===== config.mk =====
export PLATFORM = sky130hd
export DESIGN_NAME = flash_sector_page_mapper_top
export DESIGN_NICKNAME = d
export VERILOG_FILES = /design/src/design/fspm_pkg.sv /design/src/design/fspm_table.sv /design/src/design/fspm_divider.sv /design/src/design/flash_sector_page_mapper_top.sv
export SDC_FILE = /design/constraint.sdc
export NUM_CORES = 2
export LEC_CHECK = 0
export BUFFER_PORTS_ARGS = -buffer_cell sky130_fd_sc_hd__clkbuf_2
export CAP_MARGIN = 30
export CORE_MARGIN = 2
export CORE_UTILIZATION = 39
export DETAILED_ROUTE_END_ITERATION = 8
export REMOVE_ABC_BUFFERS = 1
export SYNTH_ARGS = -nofsm -noshare
export SYNTH_HDL_FRONTEND = slang
export SYNTH_SLANG_ARGS = --single-unit
export TNS_END_PERCENT = 1

===== constraint.sdc =====
create_clock -name clk_i -period 9.5 [get_ports clk_i]
set_clock_uncertainty 0.15 [all_clocks]
set_input_delay 0 -clock clk_i [delete_from_list [all_inputs] [get_ports clk_i]]
set_output_delay 0 -clock clk_i [all_outputs]
set_load 0.005 [all_outputs]

===== src/design/fspm_pkg.sv =====
// ----------------------------------------------------------------------------
// fspm_pkg
// Shared types and codes of the flash sector page mapper: request codes,
// result status codes and the layout of one sector table entry.
// ----------------------------------------------------------------------------
package fspm_pkg;

  // request codes
  localparam logic [2:0] REQ_CLEAR  = 3'd0;
  localparam logic [2:0] REQ_APPEND = 3'd1;
  localparam logic [2:0] REQ_P2A    = 3'd2;
  localparam logic [2:0] REQ_A2P    = 3'd3;
  localparam logic [2:0] REQ_RANGE  = 3'd4;
  localparam logic [2:0] REQ_COUNT  = 3'd5;

  // result status codes
  localparam logic [1:0] STATUS_OK      = 2'd0;
  localparam logic [1:0] STATUS_MISS    = 2'd1;
  localparam logic [1:0] STATUS_REFUSED = 2'd2;

  // one sector of the layout table
  typedef struct packed {
    logic [31:0] start;
    logic [31:0] page_bytes;
    logic [15:0] page_total;
  } entry_t;

endpackage


===== src/design/fspm_table.sv =====
// ----------------------------------------------------------------------------
// fspm_table
// Sector table memory: one write port, one read port with registered data.
// Entries hold whatever was last written; unwritten entries are never read.
// ----------------------------------------------------------------------------
module fspm_table #(
  parameter int MaxSectors = 16,
  parameter int AW = 4
) (
  input  logic                 clk_i,
  input  logic                 wr_en_i,
  input  logic [AW-1:0]        wr_addr_i,
  input  fspm_pkg::entry_t     wr_data_i,
  input  logic                 rd_en_i,
  input  logic [AW-1:0]        rd_addr_i,
  output fspm_pkg::entry_t     rd_data_o
);

  fspm_pkg::entry_t mem [MaxSectors];
  fspm_pkg::entry_t rd_data_q;

  // write port
  always_ff @(posedge clk_i) begin
    if (wr_en_i) begin
      mem[wr_addr_i] <= wr_data_i;
    end
  end

  // read port, data holds until the next read
  always_ff @(posedge clk_i) begin
    if (rd_en_i) begin
      rd_data_q <= mem[rd_addr_i];
    end
  end

  assign rd_data_o = rd_data_q;

endmodule


===== src/design/fspm_divider.sv =====
// ----------------------------------------------------------------------------
// fspm_divider
// Restoring radix-2 divider, 32 by 32 bits, one quotient bit per cycle.
// Quotient is valid in the cycle done_o is high.
// ----------------------------------------------------------------------------
module fspm_divider (
  input  logic        clk_i,
  input  logic        rst_ni,
  input  logic        start_i,
  input  logic [31:0] dividend_i,
  input  logic [31:0] divisor_i,
  output logic        done_o,
  output logic [31:0] quotient_o
);

  logic        busy_q, busy_d;
  logic        done_q, done_d;
  logic [4:0]  cnt_q, cnt_d;
  logic [31:0] rem_q, rem_d;
  logic [31:0] quo_q, quo_d;
  logic [31:0] divisor_q;
  logic [32:0] trial;
  logic [32:0] diff;
  logic        fits;

  // one trial subtraction per cycle
  always_comb begin
    trial  = {rem_q, quo_q[31]};
    diff   = trial - {1'b0, divisor_q};
    fits   = !diff[32];
    busy_d = busy_q;
    done_d = 1'b0;
    cnt_d  = cnt_q;
    rem_d  = rem_q;
    quo_d  = quo_q;
    if (start_i) begin
      busy_d = 1'b1;
      cnt_d  = '0;
      rem_d  = '0;
      quo_d  = dividend_i;
    end else if (busy_q) begin
      rem_d = fits ? diff[31:0] : trial[31:0];
      quo_d = {quo_q[30:0], fits};
      cnt_d = cnt_q + 5'd1;
      if (cnt_q == 5'd31) begin
        busy_d = 1'b0;
        done_d = 1'b1;
      end
    end
  end

  always_ff @(posedge clk_i or negedge rst_ni) begin
    if (!rst_ni) begin
      busy_q <= 1'b0;
      done_q <= 1'b0;
      cnt_q  <= '0;
    end else begin
      busy_q <= busy_d;
      done_q <= done_d;
      cnt_q  <= cnt_d;
    end
  end

  always_ff @(posedge clk_i) begin
    rem_q <= rem_d;
    quo_q <= quo_d;
    if (start_i) begin
      divisor_q <= divisor_i;
    end
  end

  assign done_o     = done_q;
  assign quotient_o = quo_q;

endmodule


===== src/design/flash_sector_page_mapper_top.sv =====
// ----------------------------------------------------------------------------
// flash_sector_page_mapper_top
// Sector layout table of one flash region with page and address lookups.
// ----------------------------------------------------------------------------
// A request is taken at a clock edge with start_i high and busy_o low; busy_o
// is high until done_o, so one request is in flight at a time. Exactly one
// result follows, shown for one cycle with done_o high; the receiver takes it
// at that cycle's closing edge and cannot stall it. region_base is written
// over the APB port (byte address 0); the user must do so only while idle,
// which the block does not enforce. Clear, refused append and unknown
// request codes are answered from idle (busy_o stays low). Append goes
// through the multiply and finish states, range check through the range
// state. Count pages, page to address and address to page walk the loaded
// sectors in order, one table read per sector; address to page ends a hit
// in the 32-step bit-serial divider.
// Reset empties the table (sector count and region size to zero) and sets
// region_base to zero; table memory contents are left as they are.
// ----------------------------------------------------------------------------
module flash_sector_page_mapper_top #(
  parameter int MAX_SECTORS = 16
) (
  input  logic        clk_i,
  input  logic        rst_ni,
  // request channel
  input  logic        start_i,
  output logic        busy_o,
  input  logic [2:0]  req_type_i,
  input  logic [31:0] query_address_i,
  input  logic [31:0] range_length_i,
  input  logic [31:0] query_page_i,
  input  logic [15:0] new_sector_pages_i,
  input  logic [31:0] new_sector_page_bytes_i,
  // result channel
  output logic        done_o,
  output logic [1:0]  status_o,
  output logic [31:0] page_address_o,
  output logic [31:0] page_bytes_o,
  output logic [19:0] page_number_o,
  // configuration port
  input  logic        psel,
  input  logic        penable,
  input  logic        pwrite,
  input  logic [2:0]  paddr,
  input  logic [31:0] pwdata,
  output logic [31:0] prdata,
  output logic        pready
);

  localparam int CW = $clog2(MAX_SECTORS + 1);
  localparam int AW = (MAX_SECTORS > 1) ? $clog2(MAX_SECTORS) : 1;

  localparam logic [3:0] S_IDLE    = 4'd0;
  localparam logic [3:0] S_APP_MUL = 4'd1;
  localparam logic [3:0] S_APP_FIN = 4'd2;
  localparam logic [3:0] S_RANGE   = 4'd3;
  localparam logic [3:0] S_RD      = 4'd4;
  localparam logic [3:0] S_EVAL    = 4'd5;
  localparam logic [3:0] S_SPAN    = 4'd6;
  localparam logic [3:0] S_ADDR    = 4'd7;
  localparam logic [3:0] S_DIV     = 4'd8;

  logic [3:0]    state_q, state_d;
  logic [31:0]   region_base_q;
  logic [CW-1:0] used_q, used_d;
  logic [31:0]   region_size_q, region_size_d;
  logic [CW-1:0] idx_q, idx_d;
  logic [19:0]   acc_q, acc_d;

  // request payload
  logic [2:0]    req_q;
  logic [31:0]   addr_q;
  logic [31:0]   len_q;
  logic [31:0]   walk_q, walk_d;
  logic [15:0]   npages_q;
  logic [31:0]   nbytes_q;
  logic          accept;

  // result register
  logic          done_q, done_d;
  logic [1:0]    status_q, status_d;
  logic [31:0]   paddr_q, paddr_d;
  logic [31:0]   pbytes_q, pbytes_d;
  logic [19:0]   pnum_q, pnum_d;

  // shared multiplier
  logic          mul_en;
  logic [15:0]   mul_a;
  logic [31:0]   mul_b;
  logic [47:0]   prod_q;
  logic [31:0]   off_q;
  logic          ge_q;

  // table and divider
  logic              tbl_we;
  fspm_pkg::entry_t  tbl_wdata;
  logic              tbl_re;
  fspm_pkg::entry_t  rd;
  logic              div_start;
  logic              div_done;
  logic [31:0]       div_quo;

  // range check terms
  logic [31:0]   rng_off;
  logic [31:0]   rng_left;
  logic          rng_ok;

  logic          app_refused;

  assign accept      = start_i && (state_q == S_IDLE);
  assign busy_o      = (state_q != S_IDLE);
  assign app_refused = (used_q == CW'(MAX_SECTORS)) || (new_sector_pages_i == '0) ||
                       (new_sector_page_bytes_i == '0);

  // APB: a single register, low address bits ignored
  assign pready = 1'b1;
  assign prdata = paddr[2] ? '0 : region_base_q;

  always_ff @(posedge clk_i or negedge rst_ni) begin
    if (!rst_ni) begin
      region_base_q <= '0;
    end else if (psel && penable && pwrite && !paddr[2]) begin
      region_base_q <= pwdata;
    end
  end

  fspm_table #(
    .MaxSectors (MAX_SECTORS),
    .AW         (AW)
  ) u_table (
    .clk_i     (clk_i),
    .wr_en_i   (tbl_we),
    .wr_addr_i (used_q[AW-1:0]),
    .wr_data_i (tbl_wdata),
    .rd_en_i   (tbl_re),
    .rd_addr_i (idx_q[AW-1:0]),
    .rd_data_o (rd)
  );

  fspm_divider u_divider (
    .clk_i      (clk_i),
    .rst_ni     (rst_ni),
    .start_i    (div_start),
    .dividend_i (off_q),
    .divisor_i  (rd.page_bytes),
    .done_o     (div_done),
    .quotient_o (div_quo)
  );

  // new entry, written at the append transfer
  assign tbl_wdata = '{start:      region_base_q + region_size_q,
                       page_bytes: new_sector_page_bytes_i,
                       page_total: new_sector_pages_i};
  assign tbl_we = accept && (req_type_i == fspm_pkg::REQ_APPEND) && !app_refused;
  assign tbl_re = (state_q == S_RD) && (idx_q != used_q);

  // multiplier operand select
  always_comb begin
    mul_en = 1'b0;
    mul_a  = npages_q;
    mul_b  = nbytes_q;
    if (state_q == S_APP_MUL) begin
      mul_en = 1'b1;
    end else if (state_q == S_EVAL) begin
      mul_en = (req_q == fspm_pkg::REQ_P2A) || (req_q == fspm_pkg::REQ_A2P);
      mul_a  = (req_q == fspm_pkg::REQ_P2A) ? walk_q[15:0] : rd.page_total;
      mul_b  = rd.page_bytes;
    end
  end

  // range check on the latched request
  assign rng_off  = addr_q - region_base_q;
  assign rng_left = region_size_q - rng_off;
  assign rng_ok   = (len_q == '0) ||
                    ((addr_q >= region_base_q) && (rng_off <= region_size_q) &&
                     (len_q <= rng_left));

  // sequencer
  always_comb begin
    state_d       = state_q;
    used_d        = used_q;
    region_size_d = region_size_q;
    idx_d         = idx_q;
    acc_d         = acc_q;
    walk_d        = walk_q;
    div_start     = 1'b0;
    done_d        = 1'b0;
    status_d      = status_q;
    paddr_d       = paddr_q;
    pbytes_d      = pbytes_q;
    pnum_d        = pnum_q;

    unique case (state_q)
      S_IDLE: begin
        if (start_i) begin
          idx_d    = '0;
          acc_d    = '0;
          walk_d   = query_page_i;
          status_d = fspm_pkg::STATUS_MISS;
          paddr_d  = '0;
          pbytes_d = '0;
          pnum_d   = '0;
          unique case (req_type_i)
            fspm_pkg::REQ_CLEAR: begin
              used_d        = '0;
              region_size_d = '0;
              status_d      = fspm_pkg::STATUS_OK;
              done_d        = 1'b1;
            end
            fspm_pkg::REQ_APPEND: begin
              if (app_refused) begin
                status_d = fspm_pkg::STATUS_REFUSED;
                done_d   = 1'b1;
              end else begin
                state_d = S_APP_MUL;
              end
            end
            fspm_pkg::REQ_P2A,
            fspm_pkg::REQ_A2P,
            fspm_pkg::REQ_COUNT: begin
              state_d = S_RD;
            end
            fspm_pkg::REQ_RANGE: begin
              state_d = S_RANGE;
            end
            default: begin
              done_d = 1'b1;
            end
          endcase
        end
      end

      S_APP_MUL: begin
        state_d = S_APP_FIN;
      end

      // region grows by pages * page size, modulo 2^32
      S_APP_FIN: begin
        region_size_d = region_size_q + prod_q[31:0];
        used_d        = used_q + CW'(1);
        status_d      = fspm_pkg::STATUS_OK;
        done_d        = 1'b1;
        state_d       = S_IDLE;
      end

      S_RANGE: begin
        status_d = rng_ok ? fspm_pkg::STATUS_OK : fspm_pkg::STATUS_MISS;
        done_d   = 1'b1;
        state_d  = S_IDLE;
      end

      // issue a table read, or end the walk
      S_RD: begin
        if (idx_q == used_q) begin
          if (req_q == fspm_pkg::REQ_COUNT) begin
            status_d = fspm_pkg::STATUS_OK;
            pnum_d   = acc_q;
          end
          done_d  = 1'b1;
          state_d = S_IDLE;
        end else begin
          state_d = S_EVAL;
        end
      end

      // entry data valid here
      S_EVAL: begin
        if (req_q == fspm_pkg::REQ_COUNT) begin
          acc_d   = acc_q + {4'd0, rd.page_total};
          idx_d   = idx_q + CW'(1);
          state_d = S_RD;
        end else if (req_q == fspm_pkg::REQ_P2A) begin
          if (walk_q < {16'd0, rd.page_total}) begin
            state_d = S_ADDR;
          end else begin
            walk_d  = walk_q - {16'd0, rd.page_total};
            idx_d   = idx_q + CW'(1);
            state_d = S_RD;
          end
        end else begin
          state_d = S_SPAN;
        end
      end

      // address inside this sector's span?
      S_SPAN: begin
        if (ge_q && ({16'd0, off_q} < prod_q)) begin
          div_start = 1'b1;
          state_d   = S_DIV;
        end else begin
          acc_d   = acc_q + {4'd0, rd.page_total};
          idx_d   = idx_q + CW'(1);
          state_d = S_RD;
        end
      end

      S_ADDR: begin
        status_d = fspm_pkg::STATUS_OK;
        paddr_d  = rd.start + prod_q[31:0];
        pbytes_d = rd.page_bytes;
        done_d   = 1'b1;
        state_d  = S_IDLE;
      end

      S_DIV: begin
        if (div_done) begin
          status_d = fspm_pkg::STATUS_OK;
          pnum_d   = acc_q + div_quo[19:0];
          done_d   = 1'b1;
          state_d  = S_IDLE;
        end
      end

      default: begin
        state_d = S_IDLE;
      end
    endcase
  end

  // control state
  always_ff @(posedge clk_i or negedge rst_ni) begin
    if (!rst_ni) begin
      state_q       <= S_IDLE;
      used_q        <= '0;
      region_size_q <= '0;
      done_q        <= 1'b0;
      idx_q         <= '0;
    end else begin
      state_q       <= state_d;
      used_q        <= used_d;
      region_size_q <= region_size_d;
      done_q        <= done_d;
      idx_q         <= idx_d;
    end
  end

  // payload and datapath registers
  always_ff @(posedge clk_i) begin
    acc_q    <= acc_d;
    walk_q   <= walk_d;
    status_q <= status_d;
    paddr_q  <= paddr_d;
    pbytes_q <= pbytes_d;
    pnum_q   <= pnum_d;
    if (accept) begin
      req_q    <= req_type_i;
      addr_q   <= query_address_i;
      len_q    <= range_length_i;
      npages_q <= new_sector_pages_i;
      nbytes_q <= new_sector_page_bytes_i;
    end
    if (mul_en) begin
      prod_q <= {32'd0, mul_a} * {16'd0, mul_b};
    end
    if (state_q == S_EVAL) begin
      off_q <= addr_q - rd.start;
      ge_q  <= (addr_q >= rd.start);
    end
  end

  assign done_o         = done_q;
  assign status_o       = status_q;
  assign page_address_o = paddr_q;
  assign page_bytes_o   = pbytes_q;
  assign page_number_o  = pnum_q;

endmodule


# Word level (Yosys, flattened, before mapping)

Memory sizes are Yosys's and may differ from the RTL's. A register that Yosys moved wholly into a read port is not among the register bits.
Index checks and enable logic that the tools add are counted.

Bits of input ports: 188
Memory bits (writable): 1280
Bits in latches: 0
Bits in read-only memories: 0
Memories: 1
Word-level logic and storage cells: 198
Bits in registers: 516
Output and inout port bits: 121

Mux-type cells: 75
Multipliers: 1
Div/mod/pow operators: 0
Add/sub/neg operators: 13
Bitwise operators: 0
Reduce and logical (&&, ||, !) cells: 42
Shifts and indexed selects: 0
$lt $le $gt $ge: 6
Equal/unequal tests: 34

Memory list:

| memory      | depth | width | rd ports | clocked after Yosys merged registers in | write ports | RTL line         | text |
|---|---|---|---|---|---|---|---|
| u_table.mem | 16    | 80    | 1        | 1                                       | 1           | fspm_table.sv:19 | `fspm_pkg::entry_t mem [MaxSectors];` |

Operators by type and width:

| kind                 | count |
|---|---|
| $mux W32             | 13 |
| $pmux W32 S2         | 4 |
| $mux W20             | 6 |
| $pmux W20 S3         | 2 |
| $add A32 B32 Y32     | 3 |
| $sub A32 B32 Y32     | 3 |
| $ge A32 B32 Y1       | 2 |
| $le A32 B32 Y1       | 2 |
| $logic_not A32 Y1    | 2 |
| $lt A32 B48 Y1       | 1 |
| $mul A16 B32 Y48     | 1 |
| $mux W16             | 3 |
| $mux W5              | 9 |
| $sub A33 B32 Y33     | 1 |
| $lt A32 B16 Y1       | 1 |
| $sub A32 B16 Y32     | 1 |
| $mux W4              | 6 |
| $pmux W4 S6          | 1 |
| $add A20 B16 Y20     | 1 |
| $add A20 B20 Y20     | 1 |
| $reduce_and A5 Y1    | 4 |
| $mux W1              | 17 |
| $eq A4 B3 Y1 const B | 4 |
| $logic_not A16 Y1    | 1 |
| 38 further kinds     | 82 |

# Depth between registers and ports, before layout

Depth in word-level cells: 7
Gate-level depth with buffers: 33
Mapped depth without buffers: 33

# By module

Synthesis repeated with hierarchy kept, for this count alone.

Cells, all modules: 7347
Area total of the unflattened synthesis: 100425.1 µm²

Modules (own cells, without submodules):

| module                       | area each (µm²) | instances | sequential area each (µm²) | cells each |
|---|---|---|---|---|
| fspm_table                   | 50223.2         | 1         | 40839.2                    | 2054 |
| flash_sector_page_mapper_top | 44416.3         | 1         | 12006.5                    | 4765 |
| fspm_divider                 | 5785.5          | 1         | 2737.6                     | 528 |

# Least setup slack after synthesis

Ideal clock, no wire load.

Path type: reg2reg
From: register state_q[0]
To: memory u_table.mem[3][0] (netlist name) (enable)
Stages on the path, launching flop included: 8
Slack: -0.781 ns
Data arrival time: 9.515 ns
Path buffers: 1
Period minus slack after synthesis: 10.281 ns
Setup time: 0.616 ns
Data required time: 8.734 ns
Path through: dfrtp_1 > clkbuf_1 > nor4_1 > nand2_1 > inv_1 > and3_1 > nand2_1 > nor3_1

Cells in the longest elaborated chain, start to end: 6

Ends and longest elaborated chain:

| what                             | RTL line                            | text |
|---|---|---|
| start: declaration               | flash_sector_page_mapper_top.sv:62  | `logic [3:0] state_q, state_d;` |
| start signal: assignment         | flash_sector_page_mapper_top.sv:328 | `state_q <= state_d;` |
| $logic_not A4 Y1                 | flash_sector_page_mapper_top.sv:109 | `assign accept = start_i && (state_q == S_IDLE);` |
| $logic_and A1 B1 Y1              | flash_sector_page_mapper_top.sv:109 |  |
| via accept                       | flash_sector_page_mapper_top.sv:76  | `logic accept;` |
| $logic_and A1 B1 Y1 (2 in a row) | flash_sector_page_mapper_top.sv:153 | `assign tbl_we = accept && (req_type_i == fspm_pkg::REQ_APPEND) && !app_refused;` |
| $mux W1                          | fspm_table.sv:24                    | `if (wr_en_i) begin` |
| $mux W1 (not written as such)    | fspm_table.sv:25                    | `mem[wr_addr_i] <= wr_data_i;` |
| end: declaration                 | fspm_table.sv:19                    |  |

The timed path passes the listed nets, and every way through them passes these cells.

# Final worst setup path

From: register state_q[0]
To: register prod_q[45], data pin

Cells in the longest elaborated chain, start to end: 4
Elaborated cells on any way between the ends: 7
Those cells by class: 1 x mul; 2 x eq/ne; 4 x mux

Ends and longest elaborated chain:

| what                                        | RTL line                            | text |
|---|---|---|
| $eq A4 B3 Y1                                | flash_sector_page_mapper_top.sv:163 | `end else if (state_q == S_EVAL) begin` |
| $mux W16 / $mux W32 (equally long branches) | flash_sector_page_mapper_top.sv:163 |  |
| $mux W16 / $mux W32 (equally long branches) | flash_sector_page_mapper_top.sv:161 | `if (state_q == S_APP_MUL) begin` |
| $mul A16 B32 Y48 *                          | flash_sector_page_mapper_top.sv:352 | `prod_q <= {32'd0, mul_a} * {16'd0, mul_b};` |
| end signal: assignment                      | flash_sector_page_mapper_top.sv:352 |  |
| end: declaration                            | flash_sector_page_mapper_top.sv:89  | `logic [47:0] prod_q;` |

Mark *: on every way between the ends. The rest lies on a longest branch, timed or not.
A chain may end at the register's enable or synchronous reset.

==> key figures <==
Critical path
  – CP dominant cell by count: fa_1
  – Worst path max stage delay: 730 ps
  – Critical Path RT: 9930 ps
  – Crit Path Max Fanout: 59
  – CP arrival: slightly above 9000 ps
  – CP Class: reg -> reg
  – Crit path max-delay cell type: a21o_1
  – Startpoint types: flop
  – Crit path capture type: flop

Yosys
  – Mapped Cells: between 7000 and 8000
  – Top cell type by total area after synthesis: edfxtp_1
  – Number of distinct library cells after synthesis: 90
  – #FFs+latches synth: roughly 1900
  – Asr flop ratio synth: under 10%
  – Syn_area_per_cell: between 10 and 15 um2
  – Mapped Area: slightly above 100000 um2
  – EDFF count, synth: between 1500 and 2000
  – Share of the synthesized area in the top cell type: 52.43%
  – Yosys warning count: 0
  – Area contributors post-synth: edfxtp_1 (52%), mux4_2 (8.9%), fa_1 (8.5%)
  – Seq/Total Area, Yosys: between 50% and 60%
  – Main synth FF type: edfxtp_1

Floorplanning
  – Ports: between 300 and 400
  – Die height: between 500 and 600 um
  – Die X: roughly 500 um
  – CORE AREA: around 260000 um2
  – Starting Density: between 30% and 40%
  – Die area: between 200000 and 300000 um2
  – Row count: around 190

Min path
  – Worst hold-check path type: in -> reg

Finish
  – Share of layout cells above drive strength 1: around 16%
  – Area delta synth->final: 16.46%
  – Most common cell after layout, fill and taps aside: edfxtp_1
  – Final Instance Area: about 120000 um2
  – Final nets: between 9000 and 10000
  – Most frequent cells in the layout: edfxtp_1 (1758), nand2_1 (738), inv_1 (667), nor2_1 (472), ha_1 (464)

Route
  – WL final: about 300 mm
  – Drt initial violations: around 6400
  – DRT Pass-1 Iters: 7
  – Total number of vias: around 65000
  – Wire per inst: 25.76 um
  – Detailed-route DRC error count: 0
  – Vias/cell: 5.569
  – Final ANT Viol Nets: 0

Clock network
  – Hold buffer count at CTS: roughly 350
  – Post-CTS Setup Bufs: 0
  – Total CTS buffers: between 150 and 200
  – Clock Latency Late Sink: between 800 and 900 ps
  – Gates resized, CTS repair: 0
  – Root Driver: clkbuf_16
  – CTS tree: done
  – Longest Clk Path Bufs: 3
  – Clk sinks: 1876
  – H-tree Lvls: 4
  – Clk pin slew, worst setup/hold paths: approximately 60 ps

STA
  – Slew HR: 31.86%
  – Fin. Hold Viols: 0
  – Fmax: roughly 110 MHz
  – Post-layout minimum cycle time: 8797 ps
  – Setup ws final: about 700 ps
  – Worst-Margin Slew: 1017 ps
  – RSZ-0062 raised after global routing: no
  – # setup viols final: 0
  – Fin crit share: 92.60%
  – Hold WS: roughly 39 ps
  – Slew Viols, Final: 0

Global routing
  – Global route overflow: 0
  – Largest net degree at the start of global routing: roughly 120
  – First-pass GRT wire length: ~440 mm
  – Initial antenna violation count: between 40 and 50
  – Vias in the first global route: around 65000
  – GRT Overall Usage: 22.67%

Place
  – DPL Wire Length: just over 200 mm
  – PortBufs: just over 300
  – Placed standard-cell area: 107300 um2
  – Final Wtd Congestion: roughly 0.96
  – Pre-CTS setup slack: between 700 and 800 ps

Job
  – Maxcap violations: 0

Run status
  – Status: complete, no violations
[worst max-delay path, delay by kind of cell (launching register included)]
family          cells  cell delay, ps
compound gates      7            1790
xor+xnor            1             150
fa+ha+maj           7            3400
simple gates        7            1670
flops               1             360
buf+inv             7             950
[path summary, 6_finish.rpt]
kind,start,cells past startpoint,end,slack (ps)
setup / recovery,state_q[0],29,prod_q[45],700
hold / removal,query_page_i[9],4,walk_q[9],40
setup reg to reg,state_q[0],29,prod_q[45],700
hold reg to reg,u_divider.rem_q[12],2,u_divider.rem_q[12],350
max in group asynchronous,rst_ni,5,idx_q[3],7680
min in group asynchronous,rst_ni,5,region_base_q[6],670
[Yosys cell counts (45+ instances only)]
| library cell | count |
|---|---|
| and2_1 | 69 |
| a21oi_1 | 320 |
| ha_1 | 464 |
| nor3_1 | 76 |
| fa_1 | 428 |
| mux4_2 | 400 |
| a21o_1 | 205 |
| edfxtp_1 | 1758 |
| dfrtp_1 | 86 |
| clkbuf_1 | 176 |
| o21ai_0 | 243 |
| o21a_1 | 50 |
| nand4_1 | 51 |
| xnor2_1 | 163 |
| xor2_1 | 112 |
| nand2b_1 | 45 |
| inv_1 | 669 |
| nor2_1 | 485 |
| mux2i_1 | 55 |
| nand3_1 | 74 |
| nand2_1 | 739 |
[registers in the layout (all words and copies together), names as in the netlist, 16 cells and up]
name / cells
u_divider.quotient_o: 32
prod_q: 48
off_q: 32
page_number_o: 20
len_q: 32
u_divider.divisor_q: 32
u_table.mem: 1280
page_bytes_o: 32
addr_q: 32
npages_q: 16
region_base_q: 32
acc_q: 20
walk_q: 32
nbytes_q: 32
u_divider.rem_q: 32
page_address_o: 32
region_size_q: 32
u_table.rd_data_o: 80
[kinds of logic (layout without fill, tap and decap cells)]
kind of cell,after synthesis,after routing,synth area share (%)
mux,488,488,9.863
compound gates,1129,1129,7.175
other cells,1,21,0.003724
simple gates,1742,1742,7.707
buf+inv,899,1857,3.384
fa+ha+maj,892,892,14.28
xor+xnor,275,275,2.392
flops,1876,1876,55.20
[final cells by class]
cell class	instances	area [um2]
Fill cell	22510	139400
Antenna cell	20	50.05
Clock buffer	239	5042
Tap cell	3384	4234
Timing Repair Buffer	837	6603
Multi-Input combinational cell	4527	41920
Sequential cell	1876	55600
Inverter	670	2525
Clock inverter	111	1292
[metrics by stage]
stage | setup TNS [ps] | std cells | util [%]
2_1_floorplan | -1273670 | 7073 | -
3_3_place_gp | 0 | 10910 | 41.67
3_5_place_dp | 0 | 10940 | 41.79
4_1_cts | 0 | 11640 | 45.64
5_1_grt | 0 | 11660 | 45.68
6_report | 0 | 11660 | 45.68
[per-layer routing]
layer / routed length (um) / GRT usage, % / up-vias
met4: 12420 / 8.635 / 28
met2: 136600 / 35.40 / 2609
met3: 23340 / 4.253 / 554
met5: 175 / 0 / -
met1: 127900 / 31.42 / 33330
li1: - / - / 28430
Power is not shown: default switching activity piles up to over one toggle a cycle in this logic, so the estimate is an artifact.
